<file path="config.mk">
export PLATFORM = sky130hd
export DESIGN_NAME = scan_cylinder_detector_flat
export DESIGN_NICKNAME = d
export VERILOG_FILES = /design/src/design/scd_pkg.sv /design/src/design/scd_if.sv /design/src/design/scan_cylinder_detector.sv /design/src/flat_wrapper.sv
export VERILOG_INCLUDE_DIRS = /design/src /design/src/design
export SDC_FILE = /design/constraint.sdc
export NUM_CORES = 1
export LEC_CHECK = 0
export BUFFER_PORTS_ARGS = -buffer_cell sky130_fd_sc_hd__buf_2
export CAP_MARGIN = 20
export CORE_MARGIN = 4
export CORE_UTILIZATION = 50
export DETAILED_ROUTE_END_ITERATION = 10
export PLACE_DENSITY = 0.67
export SYNTH_ARGS = -nofsm -noshare
export SYNTH_HDL_FRONTEND = slang
export SYNTH_SLANG_ARGS = --single-unit
</file>
<file path="constraint.sdc">
create_clock -name clk -period 14.45 [get_ports clk]
set_input_delay 0.7225 -clock clk [delete_from_list [all_inputs] [get_ports clk]]
set_output_delay 0.7225 -clock clk [all_outputs]
set_load 0.05 [all_outputs]
</file>
<file path="src/design/scan_cylinder_detector_macros.svh">
// assertion macros for the scan cylinder detector
`ifndef SCAN_CYLINDER_DETECTOR_MACROS_SVH
`define SCAN_CYLINDER_DETECTOR_MACROS_SVH

// same-cycle implication, sampled on clk, off during reset
`define SCD_ASSERT_NOW(label, cond, prop) \
	label: assert property (@(posedge clk) disable iff (!arst_n) (cond) |-> (prop)) \
		else $error("%m: check failed");

// next-cycle implication, sampled on clk, off during reset
`define SCD_ASSERT_NEXT(label, cond, prop) \
	label: assert property (@(posedge clk) disable iff (!arst_n) (cond) |=> (prop)) \
		else $error("%m: check failed");

`endif

</file>
<file path="src/design/scd_pkg.sv">
package scd_pkg;

	localparam int MAX_RAYS_DEF   = 1024;
	localparam int DEPTH_BITS_DEF = 14;
	localparam int FRAC_BITS_DEF  = 4;

	localparam int MEAN_RAY_W   = 15;
	localparam int MEAN_DEPTH_W = 18;

	localparam int MIN_VALID_RESET  = 20;
	localparam int DEPTH_JUMP_RESET = 100;

	// register indexes of the write port
	typedef enum logic [0:0] {
		REG_MIN_VALID  = 1'b0,
		REG_DEPTH_JUMP = 1'b1
	} cfg_reg_t;

	// result kinds
	localparam logic KIND_CYLINDER = 1'b0;
	localparam logic KIND_MARKER   = 1'b1;

	typedef enum logic [1:0] {
		ST_IDLE,
		ST_DIV,
		ST_PUT_CYL,
		ST_PUT_MARK
	} state_t;

endpackage

</file>
<file path="src/design/scd_if.sv">
interface scd_item_if #(
	parameter int DEPTH_BITS = scd_pkg::DEPTH_BITS_DEF
);
	logic                  valid;
	logic                  ready;
	logic [DEPTH_BITS-1:0] depth;
	logic                  scan_end;

	modport source (output valid, output depth, output scan_end, input ready);
	modport sink   (input valid, input depth, input scan_end, output ready);
endinterface

interface scd_result_if;
	import scd_pkg::*;

	logic                    valid;
	logic                    ready;
	logic                    kind;
	logic [MEAN_RAY_W-1:0]   mean_ray;
	logic [MEAN_DEPTH_W-1:0] mean_depth;
	logic                    last;

	modport source (output valid, output kind, output mean_ray, output mean_depth,
		output last, input ready);
	modport sink   (input valid, input kind, input mean_ray, input mean_depth,
		input last, output ready);
endinterface

</file>
<file path="src/design/scan_cylinder_detector.sv">
// scan cylinder detector
//
// samples (sink): one range sample per beat, depth plus scan_end on the final
//   sample of a scan. the block judges each sample one beat late, so a
//   cylinder's falling edge, body and rising edge are seen as the scan streams in
// results (source): cylinder beats (kind 0) carry mean ray number and mean
//   depth with FRAC_BITS fractional bits, truncated; every scan closes with a
//   marker beat (kind 1, means zero). last marks the final beat caused by
//   one sample
// wr_en / wr_index / wr_data: register writes, taken on a rising clock edge with wr_en high
//
// timing: a sample that emits nothing leaves the block idle and ready for
// the next; one that only ends a scan goes through ST_PUT_MARK to load its
// marker. a sample that closes a cylinder runs the shared restoring divider,
// one quotient bit per cycle for both means; the cylinder beat is loaded when
// the divider is done and the output register is free, and no new sample is
// taken before that or before a following scan-end marker is loaded. the
// divider loop sets the throughput. results hold in the output register while
// the receiver stalls; a new sample is still taken while a marker waits there
// reset (arst_n low) restores the register defaults and clears all scan state
module scan_cylinder_detector #(
	parameter int MAX_RAYS   = scd_pkg::MAX_RAYS_DEF,
	parameter int DEPTH_BITS = scd_pkg::DEPTH_BITS_DEF,
	parameter int FRAC_BITS  = scd_pkg::FRAC_BITS_DEF
) (
	input  logic                  clk,
	input  logic                  arst_n,
	scd_item_if.sink              samples,
	scd_result_if.source          results,
	input  logic                  wr_en,
	input  scd_pkg::cfg_reg_t     wr_index,
	input  logic [DEPTH_BITS-1:0] wr_data
);
	import scd_pkg::*;

	`include "scan_cylinder_detector_macros.svh"

	// widths: sample index, sums, signed slope, divider word
	localparam int IDX_W  = $clog2(MAX_RAYS);
	localparam int RSUM_W = 2 * IDX_W;
	localparam int DSUM_W = DEPTH_BITS + IDX_W;
	localparam int SW     = DEPTH_BITS + 3;
	localparam int QW_A   = (RSUM_W > DSUM_W ? RSUM_W : DSUM_W) + FRAC_BITS;
	localparam int QW     = QW_A > MEAN_DEPTH_W ? QW_A : MEAN_DEPTH_W;
	localparam int STEP_W = $clog2(QW);

	// configuration
	logic [DEPTH_BITS-1:0] min_valid_q;
	logic [DEPTH_BITS-1:0] jump_q;

	// scan state
	logic [DEPTH_BITS-1:0] prev_q;
	logic [DEPTH_BITS-1:0] center_q;
	logic [IDX_W-1:0]      idx_q;
	logic                  in_cyl_q;
	logic [RSUM_W-1:0]     ray_sum_q;
	logic [DSUM_W-1:0]     depth_sum_q;
	logic [IDX_W-1:0]      ray_count_q;
	logic [DEPTH_BITS:0]   entry_q;

	// divider
	logic [QW-1:0]     num_ray_q;
	logic [QW-1:0]     num_dep_q;
	logic [IDX_W-1:0]  rem_ray_q;
	logic [IDX_W-1:0]  rem_dep_q;
	logic [IDX_W-1:0]  den_q;
	logic [STEP_W-1:0] step_q;

	// control
	state_t state_q, state_d;
	logic   mark_pend_q;
	logic   last_cyl_q;

	// output register
	logic                    out_valid_q;
	logic                    out_kind_q;
	logic [MEAN_RAY_W-1:0]   out_ray_q;
	logic [MEAN_DEPTH_W-1:0] out_dep_q;
	logic                    out_last_q;

	logic in_ready, div_run, load_cyl, load_mark;
	logic accept, out_free;

	assign accept   = samples.valid && in_ready;
	assign out_free = !out_valid_q || results.ready;

	// ---- configuration writes ----
	always_ff @(posedge clk or negedge arst_n) begin
		if (!arst_n) begin
			min_valid_q <= DEPTH_BITS'(MIN_VALID_RESET);
			jump_q      <= DEPTH_BITS'(DEPTH_JUMP_RESET);
		end else if (wr_en) begin
			case (wr_index)
				REG_MIN_VALID:  min_valid_q <= wr_data;
				REG_DEPTH_JUMP: jump_q      <= wr_data;
				default: ;
			endcase
		end
	end

	// ---- judge the center sample ----
	logic                  end_eff;
	logic                  judge_en;
	logic                  d_valid;
	logic signed [SW-1:0]  d2_w, j2_w, ent_w;
	logic [DEPTH_BITS-1:0] jump_eff;
	logic                  start_c, acc_c, emit_c;

	always_comb begin
		// overlong scan closes as if scan_end were set
		end_eff  = samples.scan_end || (idx_q == IDX_W'(MAX_RAYS - 1));
		judge_en = idx_q != '0;
		// first sample of a scan and samples next to short ranges get slope zero
		d_valid  = (idx_q != IDX_W'(1)) && (prev_q > min_valid_q) &&
			(samples.depth > min_valid_q);
		d2_w     = d_valid ? ($signed({3'b000, samples.depth}) - $signed({3'b000, prev_q}))
			: '0;
		jump_eff = (jump_q == '0) ? DEPTH_BITS'(1) : jump_q;
		j2_w     = $signed({2'b00, jump_eff, 1'b0});
		ent_w    = $signed({{2{entry_q[DEPTH_BITS]}}, entry_q});
		start_c  = (!in_cyl_q && (d2_w <= -j2_w)) || (in_cyl_q && (d2_w < ent_w));
		acc_c    = in_cyl_q && !start_c && (d2_w < j2_w);
		emit_c   = judge_en && in_cyl_q && !start_c && !acc_c;
	end

	// ---- scan state ----
	// the judge of the final sample itself can only add to the sums, and the
	// scan clears right after, so it leaves no trace
	always_ff @(posedge clk or negedge arst_n) begin
		if (!arst_n) begin
			prev_q      <= '0;
			center_q    <= '0;
			idx_q       <= '0;
			in_cyl_q    <= 1'b0;
			ray_sum_q   <= '0;
			depth_sum_q <= '0;
			ray_count_q <= '0;
			entry_q     <= '0;
		end else if (accept) begin
			if (end_eff) begin
				prev_q      <= '0;
				center_q    <= '0;
				idx_q       <= '0;
				in_cyl_q    <= 1'b0;
				ray_sum_q   <= '0;
				depth_sum_q <= '0;
				ray_count_q <= '0;
				entry_q     <= '0;
			end else begin
				prev_q   <= center_q;
				center_q <= samples.depth;
				idx_q    <= idx_q + IDX_W'(1);
				if (judge_en && start_c) begin
					in_cyl_q    <= 1'b1;
					ray_sum_q   <= RSUM_W'(idx_q);
					depth_sum_q <= DSUM_W'(center_q);
					ray_count_q <= IDX_W'(1);
					entry_q     <= d2_w[DEPTH_BITS:0];
				end else if (judge_en && acc_c) begin
					ray_sum_q   <= ray_sum_q + RSUM_W'(idx_q);
					depth_sum_q <= depth_sum_q + DSUM_W'(center_q);
					ray_count_q <= ray_count_q + IDX_W'(1);
				end else if (emit_c) begin
					in_cyl_q <= 1'b0;
				end
			end
		end
	end

	// ---- shared restoring divider, one quotient bit per cycle ----
	logic [IDX_W:0] sh_ray, sh_dep, sub_ray, sub_dep;
	logic           q_ray, q_dep;

	always_comb begin
		sh_ray  = {rem_ray_q, num_ray_q[QW-1]};
		sh_dep  = {rem_dep_q, num_dep_q[QW-1]};
		sub_ray = sh_ray - {1'b0, den_q};
		sub_dep = sh_dep - {1'b0, den_q};
		q_ray   = sh_ray >= {1'b0, den_q};
		q_dep   = sh_dep >= {1'b0, den_q};
	end

	always_ff @(posedge clk) begin
		if (accept && emit_c) begin
			num_ray_q <= QW'(ray_sum_q) << FRAC_BITS;
			num_dep_q <= QW'(depth_sum_q) << FRAC_BITS;
			rem_ray_q <= '0;
			rem_dep_q <= '0;
			den_q     <= (ray_count_q == '0) ? IDX_W'(1) : ray_count_q;
		end else if (div_run) begin
			num_ray_q <= {num_ray_q[QW-2:0], q_ray};
			num_dep_q <= {num_dep_q[QW-2:0], q_dep};
			rem_ray_q <= q_ray ? sub_ray[IDX_W-1:0] : sh_ray[IDX_W-1:0];
			rem_dep_q <= q_dep ? sub_dep[IDX_W-1:0] : sh_dep[IDX_W-1:0];
		end
	end

	always_ff @(posedge clk or negedge arst_n) begin
		if (!arst_n) begin
			step_q <= '0;
		end else if (accept) begin
			step_q <= '0;
		end else if (div_run) begin
			step_q <= step_q + STEP_W'(1);
		end
	end

	// ---- sequencer ----
	always_ff @(posedge clk or negedge arst_n) begin
		if (!arst_n) begin
			state_q     <= ST_IDLE;
			mark_pend_q <= 1'b0;
			last_cyl_q  <= 1'b0;
		end else begin
			state_q <= state_d;
			if (accept) begin
				mark_pend_q <= end_eff;
				last_cyl_q  <= !end_eff;
			end else if (load_mark) begin
				mark_pend_q <= 1'b0;
			end
		end
	end

	always_comb begin
		state_d = state_q;
		case (state_q)
			ST_IDLE: begin
				if (accept && emit_c) begin
					state_d = ST_DIV;
				end else if (accept && end_eff) begin
					state_d = ST_PUT_MARK;
				end
			end
			ST_DIV: begin
				if (step_q == STEP_W'(QW - 1)) begin
					state_d = ST_PUT_CYL;
				end
			end
			ST_PUT_CYL: begin
				if (out_free) begin
					state_d = mark_pend_q ? ST_PUT_MARK : ST_IDLE;
				end
			end
			ST_PUT_MARK: begin
				if (out_free) begin
					state_d = ST_IDLE;
				end
			end
			default: state_d = ST_IDLE;
		endcase
	end

	always_comb begin
		in_ready  = 1'b0;
		div_run   = 1'b0;
		load_cyl  = 1'b0;
		load_mark = 1'b0;
		case (state_q)
			ST_IDLE:     in_ready  = 1'b1;
			ST_DIV:      div_run   = 1'b1;
			ST_PUT_CYL:  load_cyl  = out_free;
			ST_PUT_MARK: load_mark = out_free;
			default: ;
		endcase
	end

	assign samples.ready = in_ready;

	// ---- output register ----
	always_ff @(posedge clk or negedge arst_n) begin
		if (!arst_n) begin
			out_valid_q <= 1'b0;
		end else if (load_cyl || load_mark) begin
			out_valid_q <= 1'b1;
		end else if (results.ready) begin
			out_valid_q <= 1'b0;
		end
	end

	always_ff @(posedge clk) begin
		if (load_cyl) begin
			out_kind_q <= KIND_CYLINDER;
			out_ray_q  <= num_ray_q[MEAN_RAY_W-1:0];
			out_dep_q  <= num_dep_q[MEAN_DEPTH_W-1:0];
			out_last_q <= last_cyl_q;
		end else if (load_mark) begin
			out_kind_q <= KIND_MARKER;
			out_ray_q  <= '0;
			out_dep_q  <= '0;
			out_last_q <= 1'b1;
		end
	end

	assign results.valid      = out_valid_q;
	assign results.kind       = out_kind_q;
	assign results.mean_ray   = out_ray_q;
	assign results.mean_depth = out_dep_q;
	assign results.last       = out_last_q;

	// ---- checks ----
	`SCD_ASSERT_NOW(a_div_den_nonzero, state_q == ST_DIV, den_q != '0)
	`SCD_ASSERT_NOW(a_div_rem_bound, state_q == ST_DIV,
		(rem_ray_q < den_q) && (rem_dep_q < den_q))
	`SCD_ASSERT_NOW(a_cyl_count, in_cyl_q, (ray_count_q != '0) && (ray_count_q <= idx_q))
	`SCD_ASSERT_NEXT(a_end_marks, accept && end_eff, mark_pend_q)

endmodule

</file>
<file path="src/flat_wrapper.sv">
// flat-port wrapper written by rule: the top's interface ports become plain ports
module scan_cylinder_detector_flat import scd_pkg::*;
#(
	parameter int MAX_RAYS   = scd_pkg::MAX_RAYS_DEF,
	parameter int DEPTH_BITS = scd_pkg::DEPTH_BITS_DEF,
	parameter int FRAC_BITS  = scd_pkg::FRAC_BITS_DEF
)
  (clk, arst_n, wr_en, wr_index, wr_data, samples_valid, samples_depth, samples_scan_end, samples_ready, results_valid, results_kind, results_mean_ray, results_mean_depth, results_last, results_ready);
  scd_item_if #(.DEPTH_BITS(DEPTH_BITS)) samples_i ();
  scd_result_if results_i ();
  input  logic clk;
  input  logic arst_n;
  input  logic wr_en;
  input  scd_pkg::cfg_reg_t wr_index;
  input  logic [DEPTH_BITS-1:0] wr_data;
  input wire logic [$bits(samples_i.valid)-1:0] samples_valid;
  input wire logic [$bits(samples_i.depth)-1:0] samples_depth;
  input wire logic [$bits(samples_i.scan_end)-1:0] samples_scan_end;
  output wire logic [$bits(samples_i.ready)-1:0] samples_ready;
  output wire logic [$bits(results_i.valid)-1:0] results_valid;
  output wire logic [$bits(results_i.kind)-1:0] results_kind;
  output wire logic [$bits(results_i.mean_ray)-1:0] results_mean_ray;
  output wire logic [$bits(results_i.mean_depth)-1:0] results_mean_depth;
  output wire logic [$bits(results_i.last)-1:0] results_last;
  input wire logic [$bits(results_i.ready)-1:0] results_ready;
  assign samples_i.valid = samples_valid;
  assign samples_i.depth = samples_depth;
  assign samples_i.scan_end = samples_scan_end;
  assign samples_ready = samples_i.ready;
  assign results_valid = results_i.valid;
  assign results_kind = results_i.kind;
  assign results_mean_ray = results_i.mean_ray;
  assign results_mean_depth = results_i.mean_depth;
  assign results_last = results_i.last;
  assign results_i.ready = results_ready;
  scan_cylinder_detector #(.MAX_RAYS(MAX_RAYS), .DEPTH_BITS(DEPTH_BITS), .FRAC_BITS(FRAC_BITS)) u_core (.clk(clk), .arst_n(arst_n), .samples(samples_i), .results(results_i), .wr_en(wr_en), .wr_index(wr_index), .wr_data(wr_data));
endmodule
</file>
==> flow_summary_export.csv, run 1 <==
group,metric,value,unit
setup_path,cp-end-kind,"flop",
timing,setup_tns,0,ns
setup_path,worstPathMaxFanout,23,
setup_path,worstRegToRegCells,19,
timing,rsz0062_at_grt,"no",
timing,finalHoldViolCount,0,
die,coreArea,30800,um2
timing,drv_slew,0,
global_routing,grt_use_met2,38.0,%
synthesis,synth-simple-area-share,15.1,%
global_routing,met3_usage,2.97,%
placed_design,placed_cell_area,16400,um2
synthesis,ys_ff_latch,267,
global_routing,globalRouteMet1Util,30.3,%
synthesis,synth_seq_area_share,44.2,%
setup_path,worstSetupPathType,"flop to flop",
clock_network,cts_buffer_depth,3,
die,ios,72,
global_routing,grt.busiest_layer,"met2",
global_routing,antenna_found_initial,0,
detailed_routing,viasPerCell,5.92,
layout,drive_above_1_share,11.1,%
detailed_routing,wirelength,38100,um
layout,n_fill_cell,2682,
pwr,power_density,194,nW/um2
detailed_routing,drt_iter0_drc,746,
placed_design,dp.final_hpwl,27100,um
setup_path,r2r_end,"u_core.depth_sum_q[6]$_DFFE_PN0P_",
timing,worst_pin_slew,1.06,ns
synthesis,muxShareOfSynthArea,4.00,%
detailed_routing,ant_nets,0,
layout,final_cell_mix,"200 x nand2_1, 141 x dfrtp_1, 137 x ha_1, 126 x o21ai_0, 112 x inv_1",
synthesis,synth_top_family_by_area,"compound AO/OA/AOI/OAI gates",
pwr,vdd_drop_max,0.000117,V
setup_path,rr_startpoint,"u_core.min_valid_q[4]$_DFFE_PN1P_",
synthesis,syn_area_per_cell,9.66,um2
detailed_routing,detailedRoute.firstPassIterationCount,5,
die,rows,64,
layout,final_net_count,1848,
setup_path,cp.arrival,7.27,ns
setup_path,critPathTopFamily,"compound AO/OA/AOI/OAI gates",
global_routing,first_global_vias,12200,
layout,mostFrequentLayoutCell,"nand2_1",
setup_path,cp-start-kind,"flop",
setup_path,max_stage_delay,0.94,ns
global_routing,grt_max_degree,86,
die,die_w,185,um
clock_network,hold_buffers,0,
timing,period_minus_slack,6.83,ns
synthesis,syn-num-nets,1806,
synthesis,async_flop_share,54.7,%
run,maxCapViolCount,0,
clock_network,cts-resized-gates,0,
synthesis,synth-xor-area-share,2.67,%
synthesis,synth_compound_area_share,17.7,%
clock_network,clk_pin_slew_worst_paths,0.06,ns
global_routing,overflow,0,
clock_network,cts_max_level,1,
synthesis,synth_fa_ha_area_share,11.5,%
clock_network,cts_tree,"yes",
timing,fin_hold_ws,0.231,ns
setup_path,crit_chain,"inv_1 > ha_1 > a21oi_1 > a21boi_0 > o31a_1 > o41ai_1 > nor2_1 > o311ai_0 > a211oi_1 > ha_1 > and4_1 > nand3_1 > or4_1 > or4_1 > a211o_1 > a31o_2 > nand2_1 > buf_4 > mux2_2",
setup_path,crit_required,14.89,ns
setup_path,cp.depth,19,
layout,antennaDiodeCount,0,
timing,fin_skew,0.0125,ns
detailed_routing,wl_per_cell,18.2,um
worst_hold_path,hold_path.class,"primary input to async pin",
timing,final-setup-viol-count,0,
clock_network,cts.sinks,267,
synthesis,yosys_warnings,0,
global_routing,grt_usage,22.3,%
synthesis,syn_inst,1629,
clock_network,cts_buffers,29,
setup_path,worst_path_max_delay_cell,"o41ai_1",
synthesis,synth_edf_count,88,
clock_network,clk_latency,0.57,ns
die,die_y,185,um
timing,fin_crit_sh,47.3,%
setup_path,critPathBufInv,2,
pwr,p_total,3380,uW
timing,slew_headroom,28.6,%
global_routing,grt_pass1_wl,62600,um
pwr,p_leak,0.00771,uW
layout,area_growth,10.7,%
die,dieArea,34400,um2
placed_design,place_congestion,0.907,
clock_network,clock-root-buffer,"clkbuf_16",
die,start_util,51.1,%
detailed_routing,vias,12400,
placed_design,dp.cells,2034,
layout,final_cell_area,17400,um2
outcome,status,"finished, final reports clean",
placed_design,io_buffer_count,71,
detailed_routing,drc_errors,0,
synthesis,ys.flop_type,"dfrtp_1",
clock_network,cts_setup_buffers,0,
layout,fin_cells,2090,
timing,fmaxAchievable,146,MHz
setup_path,rrSetupSlack,7.62,ns
synthesis,synth_cell_types,72,
synthesis,netlist_area,15700,um2
## through the flow
step | worst slack (ns) | utilization (%)
after global routing | 7.15 | 56.5
final | 7.62 | 56.5
after global placement | 7.72 | 53.3
after floorplan | 8.43 | -
after detailed placement | 7.47 | 53.3
after CTS | 7.71 | 56.4
## Yosys cell counts (all sizes together), types with 5 or more instances
cell	instances	area, um2
a31oi	28	175
o21a	15	113
dfstp	5	131
fa	5	100
nand2b	8	50.1
mux2i	28	280
a21boi	9	67.6
nand2	201	754
a221o	7	70.1
nand3	54	270
o31a	7	61.3
nor2	65	246
nor2b	16	100
o21ai	127	639
and3	16	100
or3	16	100
o31ai	16	120
a31o	5	43.8
nand4	15	93.8
dfrtp	141	3530
inv	113	424
clkbuf	56	211
a22o	51	447
a21o	24	180
xor2	19	166
buf	21	109
ha	137	1710
xnor2	29	254
edfxtp	88	2640
or4	10	75.1
nor3	37	185
mux2	31	349
dfxtp	33	661
and2	40	253
nor4	7	43.8
a2bb2oi	7	61.3
a211oi	11	82.6
o211ai	6	45.0
o22ai	20	125
a21oi	64	324
## power by group
part,internal (uW),switching [uW],total [uW]
logic,551,911,1460
registers,1020,153,1170
clock network,440,311,751
## how the worst max path moves through the flow
stage	from	to	slack [ns]
after global routing	u_core.min_valid_q[4]$_DFFE_PN1P_	u_core.depth_sum_q[13]$_DFFE_PN0P_	7.15
after global placement	samples_depth[0]	u_core.depth_sum_q[7]$_DFFE_PN0P_	7.72
after floorplan	samples_depth[0]	u_core.num_dep_q[10]$_DFFE_PP_	8.43
after detailed placement	samples_depth[0]	u_core.depth_sum_q[6]$_DFFE_PN0P_	7.47
final	u_core.min_valid_q[4]$_DFFE_PN1P_	u_core.depth_sum_q[6]$_DFFE_PN0P_	7.62
after CTS	u_core.min_valid_q[4]$_DFFE_PN1P_	u_core.depth_sum_q[6]$_DFFE_PN0P_	7.71
## routing by layer
layer / vias up / part of all wire (%)
li1: 5988 / -
met5: - / 0
met3: 68 / 4.7
met2: 295 / 48
met1: 6016 / 45
met4: 0 / 2.6
## registers in the layout, summed over array words and instances, names as in the netlist, 2 cells and up
register / flops
u_core.ray_sum_q: 20
u_core.state_q: 2
u_core.num_ray_q: 28
u_core.min_valid_q: 14
u_core.results.mean_depth: 18
u_core.den_q: 10
u_core.rem_ray_q: 10
u_core.jump_q: 14
u_core.prev_q: 14
u_core.rem_dep_q: 10
u_core.entry_q: 15
u_core.ray_count_q: 10
u_core.step_q: 5
u_core.center_q: 14
u_core.depth_sum_q: 24
u_core.num_dep_q: 28
u_core.idx_q: 10
u_core.results.mean_ray: 15
## area by class of cell
| type | count | area (um2) | share of cell area, % |
|---|---|---|---|
| clock inverters | 15 | 140 | 0.804 |
| well taps | 396 | 495 | 2.84 |
| flip-flops and latches | 267 | 6960 | 39.9 |
| repair buffers | 88 | 505 | 2.90 |
| clock buffers | 39 | 833 | 4.78 |
| inverters | 113 | 424 | 2.43 |
| multi-input cells | 1172 | 8070 | 46.3 |
## kinds of logic after synthesis
| logic type | Yosys count |
|---|---|
| flip-flops | 267 |
| AO/OA/AOI/OAI | 423 |
| AND/OR/NAND/NOR | 499 |
| XOR/XNOR | 48 |
| buffers and inverters | 190 |
| adder cells (fa/ha/maj) | 142 |
| multiplexers | 59 |
| other | 1 |
(Power assumes the default switching activity.)
==> run 2: changes to the inputs <==
==> constraint.sdc (replaced) <==
create_clock -name clk -period 6.45 [get_ports clk]
set_input_delay 0.3225 -clock clk [delete_from_list [all_inputs] [get_ports clk]]
set_output_delay 0.3225 -clock clk [all_outputs]
set_load 0.05 [all_outputs]
==> run 2 against run 1 <==
Net effect: non-clock buffer count increased by 18; maximum frequency increased by 12%; worst setup slack got worse by 7.3 ns; critical endpoint is now u_core.depth_sum_q[8]$_DFFE_PN0P_; highest routed layer unchanged; via count decreased by 0.55%; critical path depth increased by 2; cell area increased by 1.2%; worst hold slack got worse by 0.22 ns.
==> flow_summary_export.csv, run 2 (same netlist as run 1, synthesis figures left out) <==
group,metric,value,unit
setup_path,worstPathMaxFanout,29,
clock_network,cts_max_level,1,
detailed_routing,wirelength,37800,um
detailed_routing,viasPerCell,5.82,
clock_network,cts_buffers,31,
timing,finalHoldViolCount,0,
placed_design,place_congestion,0.937,
die,rows,64,
setup_path,max_stage_delay,0.54,ns
timing,slew_headroom,30.8,%
global_routing,antenna_found_initial,0,
layout,area_growth,12.1,%
global_routing,grt_max_degree,97,
detailed_routing,drc_errors,0,
layout,final_net_count,1868,
clock_network,cts.sinks,267,
layout,n_fill_cell,2630,
setup_path,worst_path_max_delay_cell,"or4_1",
global_routing,grt_pass1_wl,62200,um
clock_network,cts_tree,"yes",
die,start_util,51.1,%
pwr,power_density,437,nW/um2
placed_design,io_buffer_count,71,
layout,drive_above_1_share,11.8,%
global_routing,grt_usage,22.0,%
layout,antennaDiodeCount,0,
setup_path,crit_required,6.90,ns
layout,fin_cells,2112,
timing,setup_tns,0,ns
setup_path,cp-start-kind,"flop",
detailed_routing,detailedRoute.firstPassIterationCount,6,
timing,period_minus_slack,6.09,ns
setup_path,crit_chain,"inv_1 > ha_1 > a21oi_1 > a21boi_0 > o31a_1 > o41ai_1 > buf_4 > nor2_1 > o311ai_0 > a211oi_1 > buf_4 > ha_1 > and4_1 > nand3_1 > or4_1 > or4_1 > a211o_1 > a31o_2 > nand2_1 > buf_4 > mux2_2",
clock_network,clk_latency,0.57,ns
worst_hold_path,hold_path.class,"primary input to flop",
placed_design,dp.cells,2048,
clock_network,clk_pin_slew_worst_paths,0.06,ns
die,coreArea,30800,um2
timing,drv_slew,0,
placed_design,dp.final_hpwl,27300,um
detailed_routing,wl_per_cell,17.9,um
layout,reg_top3,"u_core.num_dep_q: 28 flops, u_core.num_ray_q: 28 flops, u_core.depth_sum_q: 24 flops",
clock_network,clock-root-buffer,"clkbuf_16",
die,dieArea,34400,um2
layout,final_cell_mix,"200 x nand2_1, 141 x dfrtp_1, 137 x ha_1, 126 x o21ai_0, 112 x inv_1",
timing,worst_pin_slew,1.04,ns
setup_path,cp.arrival,6.54,ns
setup_path,critPathTopFamily,"compound AO/OA/AOI/OAI gates",
global_routing,overflow,0,
timing,final-setup-viol-count,0,
setup_path,cp-end-kind,"flop",
clock_network,cts_buffer_depth,3,
timing,rsz0062_at_grt,"no",
die,die_w,185,um
die,ios,72,
die,die_y,185,um
detailed_routing,drt_iter0_drc,706,
timing,fin_crit_sh,94.4,%
timing,fmaxAchievable,164,MHz
detailed_routing,ant_nets,0,
pwr,vdd_drop_max,0.000226,V
setup_path,critPathBufInv,4,
layout,mostFrequentLayoutCell,"nand2_1",
detailed_routing,vias,12300,
setup_path,worstSetupPathType,"flop to flop",
outcome,status,"finished, final reports clean",
global_routing,first_global_vias,12400,
run,maxCapViolCount,0,
pwr,p_leak,0.00782,uW
setup_path,crit_top_cell,"buf_4",
timing,fin_skew,0.0151,ns
## run 2: changes by cell type in the layout (fill, tap and decap cells not counted), sizes merged
cell / before / now
buf: 88 / 101
bufinv: 2 / 3
clkinvlp: 0 / 2
clkbuf: 39 / 46
clkinv: 12 / 6
dlygate4sd3: 0 / 5
## run 2: layout make-up
class	count	area, um2	area share (%)
timing repair buffer	106	653	3.70
tap	396	495	2.81
multi-input combinational	1172	8060	45.7
sequential	267	6960	39.5
inverter	113	424	2.40
clock inverter	12	155	0.879
clock buffer	46	893	5.06
## run 2: final timing paths
kind,cells after the start,end,slack (ns),start
min reg2reg,2,u_core.num_ray_q[24]$_SDFFE_PP0P_,0.45,u_core.num_ray_q[23]$_DFFE_PP_
min in group asynchronous,2,u_core.min_valid_q[9]$_DFFE_PN0P_,0.42,arst_n
max reg2reg,21,u_core.depth_sum_q[8]$_DFFE_PN0P_,0.36,u_core.min_valid_q[4]$_DFFE_PN1P_
min,3,u_core.min_valid_q[2]$_DFFE_PN1P_,0.01,wr_data[2]
max in group asynchronous,3,u_core.ray_sum_q[15]$_DFFE_PN0P_,4.79,arst_n
max,21,u_core.depth_sum_q[8]$_DFFE_PN0P_,0.36,u_core.min_valid_q[4]$_DFFE_PN1P_
## run 2: timing repair
| item | 4_1_cts | 5_1_grt |
|---|---|---|
| endpoints found under the hold margin | 94 | 0 |
| setup buffers | 0 | 0 |
| hold buffers | 5 | 0 |
| gates resized for setup | 0 | 0 |
## run 2: through the flow
step | instance area (um2) | total power (uW) | util (%) | worst slack [ns] | hold WS (ns)
after floorplan | 15700 | 5060 | - | 0.679 | 0.0269
after global placement | 16500 | 5860 | 53.6 | 0.618 | 0.431
after detailed placement | 16500 | 5950 | 53.6 | 0.394 | 0.438
after CTS | 17600 | 7760 | 57.2 | 0.380 | 0.000797
after global routing | 17600 | 8270 | 57.2 | 0.109 | 0.0227
final | 17600 | 7720 | 57.2 | 0.358 | 0.00993
## run 2: worst reg2reg max path, delay by kind of cell, from the launching register on
kind | cells | cell delay, ns
compound gates | 8 | 2.05
simple gates | 6 | 1.57
buf+inv | 4 | 0.83
fa+ha+maj | 2 | 0.59
flops | 1 | 0.51
mux | 1 | 0.40
## run 2: layer usage
metal  track usage, %  share of wire, %
met1             29.5                45
met4             6.90               2.9
met5                0                 0
met3             3.06               4.6
met2             37.2                48
## run 2: power by group
group | total, uW | leakage, uW | switching, uW | internal [uW]
sequential | 2610 | 0.00306 | 333 | 2280
combinational | 3320 | 0.00425 | 2040 | 1290
clock | 1780 | 0.000511 | 702 | 1080
total | 7720 | 0.00782 | 3070 | 4640
==> run 3: changes to the inputs <==
--- a/config.mk
+++ b/config.mk
@@ -6,6 +6,7 @@
 export SDC_FILE = /design/constraint.sdc
 export NUM_CORES = 1
 export LEC_CHECK = 0
+export ABC_AREA = 1
 export BUFFER_PORTS_ARGS = -buffer_cell sky130_fd_sc_hd__buf_2
 export CAP_MARGIN = 20
 export CORE_MARGIN = 4
==> run 3 against run 2 <==
Net effect: core utilization is 1.1 points lower; largest cell class unchanged; flip-flop and latch count stayed put; largest power group unchanged; clock-buffer cell count is 6 higher; cell area is 3.2% higher; first-iteration DRC count is 32% higher; highest routed layer unchanged; worst hold slack better by 0.056 ns.
==> flow_summary_export.csv, run 3 <==
group,metric,value,unit
synthesis,ys.flop_type,"dfrtp_1",
die,start_util,50.6,%
timing,drv_slew,0,
pwr,vdd_drop_max,0.000262,V
synthesis,synth_edf_count,88,
synthesis,synth_seq_area_share,42.4,%
worst_hold_path,min_path_cells,3,
die,die_w,189,um
detailed_routing,detailedRoute.firstPassIterationCount,5,
detailed_routing,drt_iter0_drc,929,
setup_path,worstSetupPathType,"flop to flop",
layout,antennaDiodeCount,0,
synthesis,synth_cell_types,54,
setup_path,rrSetupSlack,1.16,ns
detailed_routing,vias,13600,
detailed_routing,viasPerCell,5.28,
synthesis,synth_top_area_share,21.5,%
clock_network,clk_latency,0.52,ns
die,rows,66,
worst_hold_path,hp-start,"samples_depth[8]",
layout,mostFrequentLayoutCell,"nand2_1",
setup_path,cp.arrival,5.73,ns
setup_path,r2r_end,"u_core.ray_count_q[9]$_DFFE_PN0P_",
synthesis,yosysMostFrequentCell,"nand2_1",
synthesis,yosys_warnings,0,
timing,fin_hold_ws,0.0663,ns
worst_hold_path,hold_path.class,"primary input to flop",
setup_path,cp-end-kind,"flop",
die,ios,72,
setup_path,worstPathMaxFanout,45,
detailed_routing,wirelength,40400,um
timing,fmaxAchievable,189,MHz
synthesis,async_flop_share,54.7,%
clock_network,cts-resized-gates,0,
clock_network,cts_max_level,2,
layout,final_cell_mix,"465 x nand2_1, 311 x inv_1, 162 x o21ai_0, 141 x dfrtp_1",
synthesis,synth_area_leader_cell,"dfrtp_1",
synthesis,syn-num-nets,2235,
die,die_y,189,um
clock_network,clk_pin_slew_worst_paths,0.06,ns
placed_design,place_congestion,0.900,
synthesis,syn_inst,2058,
clock_network,cts_buffer_depth,3,
setup_path,cp-start-kind,"flop",
setup_path,rr_startpoint,"u_core.prev_q[0]$_DFFE_PN0P_",
layout,reg_top3,"u_core.num_dep_q: 28 flops, u_core.num_ray_q: 28 flops, u_core.depth_sum_q: 24 flops",
global_routing,grt_pass1_wl,66300,um
global_routing,grt_max_degree,86,
synthesis,netlist_area,16400,um2
clock_network,cts_buffers,34,
timing,fin_skew,0.0216,ns
layout,final_net_count,2287,
setup_path,max_stage_delay,0.49,ns
timing,period_minus_slack,5.29,ns
worst_hold_path,whs_endpoint,"u_core.center_q[8]$_DFFE_PN0P_",
layout,drive_above_1_share,7.72,%
clock_network,cts.sinks,267,
detailed_routing,drc_errors,0,
setup_path,crit_required,6.89,ns
synthesis,synthTopCellsByCount,"466 x nand2_1, 312 x inv_1, 162 x o21ai_0, 141 x dfrtp_1, 140 x nor2_1",
timing,fin_crit_sh,82.0,%
synthesis,syn_area_per_cell,7.97,um2
setup_path,worst_path_max_delay_cell,"buf_4",
placed_design,pre_cts_ws,0.965,ns
layout,area_growth,11.0,%
timing,fin_ws,1.16,ns
setup_path,worstRegToRegCells,32,
global_routing,first_global_vias,13100,
pwr,p_leak,0.00887,uW
global_routing,grt_usage,22.5,%
timing,worst_pin_slew,0.891,ns
synthesis,ys_top_cells_by_area,"dfrtp_1 22%, edfxtp_1 16%, nand2_1 11%",
die,dieArea,35800,um2
pwr,power_density,459,nW/um2
timing,setup_tns,0,ns
die,coreArea,32500,um2
layout,fin_util,56.1,%
global_routing,antenna_found_initial,0,
placed_design,io_buffer_count,71,
pwr,p_total,8360,uW
global_routing,overflow,0,
synthesis,ys_ff_latch,267,
clock_network,cts_tree,"yes",
outcome,status,"finished, final reports clean",
detailed_routing,ant_nets,0,
timing,finalHoldViolCount,0,
timing,rsz0062_at_grt,"no",
clock_network,clock-root-buffer,"clkbuf_16",
timing,slew_headroom,40.4,%
run,maxCapViolCount,0,
timing,final-setup-viol-count,0,
detailed_routing,wl_per_cell,15.7,um
placed_design,dp.final_hpwl,29300,um
## run 3: cell types whose count changed after synthesis, sizes merged, moves of 35 or more
cell	change
nor2	+77
o21ai	+52
and2	-39
nand3	+88
nand2	+272
inv	+204
a22o	-50
a21oi	+35
## run 3: report_power, final
group,switching [uW],internal (uW),leakage [uW],total [uW]
sequential,336,2340,0.00308,2680
combinational,2630,1240,0.00529,3870
clock,735,1070,0.000513,1810
total,3700,4660,0.00887,8360
## run 3: worst max-delay path by stage
stage,start,to,slack (ns),cells past startpoint
after floorplan,samples_depth[0],u_core.num_dep_q[10]$_DFFE_PP_,1.58,28
after global placement,samples_depth[0],u_core.ray_count_q[9]$_DFFE_PN0P_,1.09,34
after detailed placement,samples_depth[0],u_core.ray_count_q[9]$_DFFE_PN0P_,0.97,34
after CTS,u_core.prev_q[0]$_DFFE_PN0P_,u_core.ray_count_q[9]$_DFFE_PN0P_,1.16,32
after global routing,u_core.min_valid_q[4]$_DFFE_PN1P_,u_core.ray_count_q[9]$_DFFE_PN0P_,0.73,29
final,u_core.prev_q[0]$_DFFE_PN0P_,u_core.ray_count_q[9]$_DFFE_PN0P_,1.16,32
## run 3: logic make-up after synthesis
group,Yosys count,share of synthesized area (%)
buffers and inverters,390,9.36
DFF,267,42.4
adders and majority gates,142,11.1
AOI/OAI and AO/OA,341,11.2
xor gates and xnor gates,66,3.52
other,1,0.0229
and+or+nand+nor,851,22.4
## run 3: area by class of cell
class / instances / area (um2)
Sequential cell: 267 / 6960
Inverter: 319 / 1200
Tap cell: 442 / 553
Fill cell: 3076 / 14200
Clock buffer: 52 / 960
Timing Repair Buffer: 87 / 520
Multi-Input combinational cell: 1401 / 7920
Clock inverter: 10 / 98.8
## run 3: per-layer routing
layer  GRT usage, %  wire length [um]
met1           29.8             18400
met2           37.2             18500
met3           4.13              2120
met4           8.21              1350
met5              0                 0
## run 3: critical path: cells and delay by family (launching register included)
family                   cells  cell delay, ns
AND/OR/NAND/NOR             16            2.30
flip-flops                   1            0.35
AO/OA/AOI/OAI                6            0.78
XOR/XNOR                     1            0.12
buffers and inverters        6            0.77
adder cells (fa/ha/maj)      3            0.89
## run 3: per-stage QoR
stage                     cell area (um2)  std cells
after floorplan                     16400       2058
after global placement              17100       2513
after detailed placement            17100       2514
after CTS                           18200       2577
after global routing                18200       2578
final                               18200       2578
## run 3: repair_timing
item,CTS,global route
hold buffers,1,0
buffers inserted,0,0
hold endpoints to repair,84,0
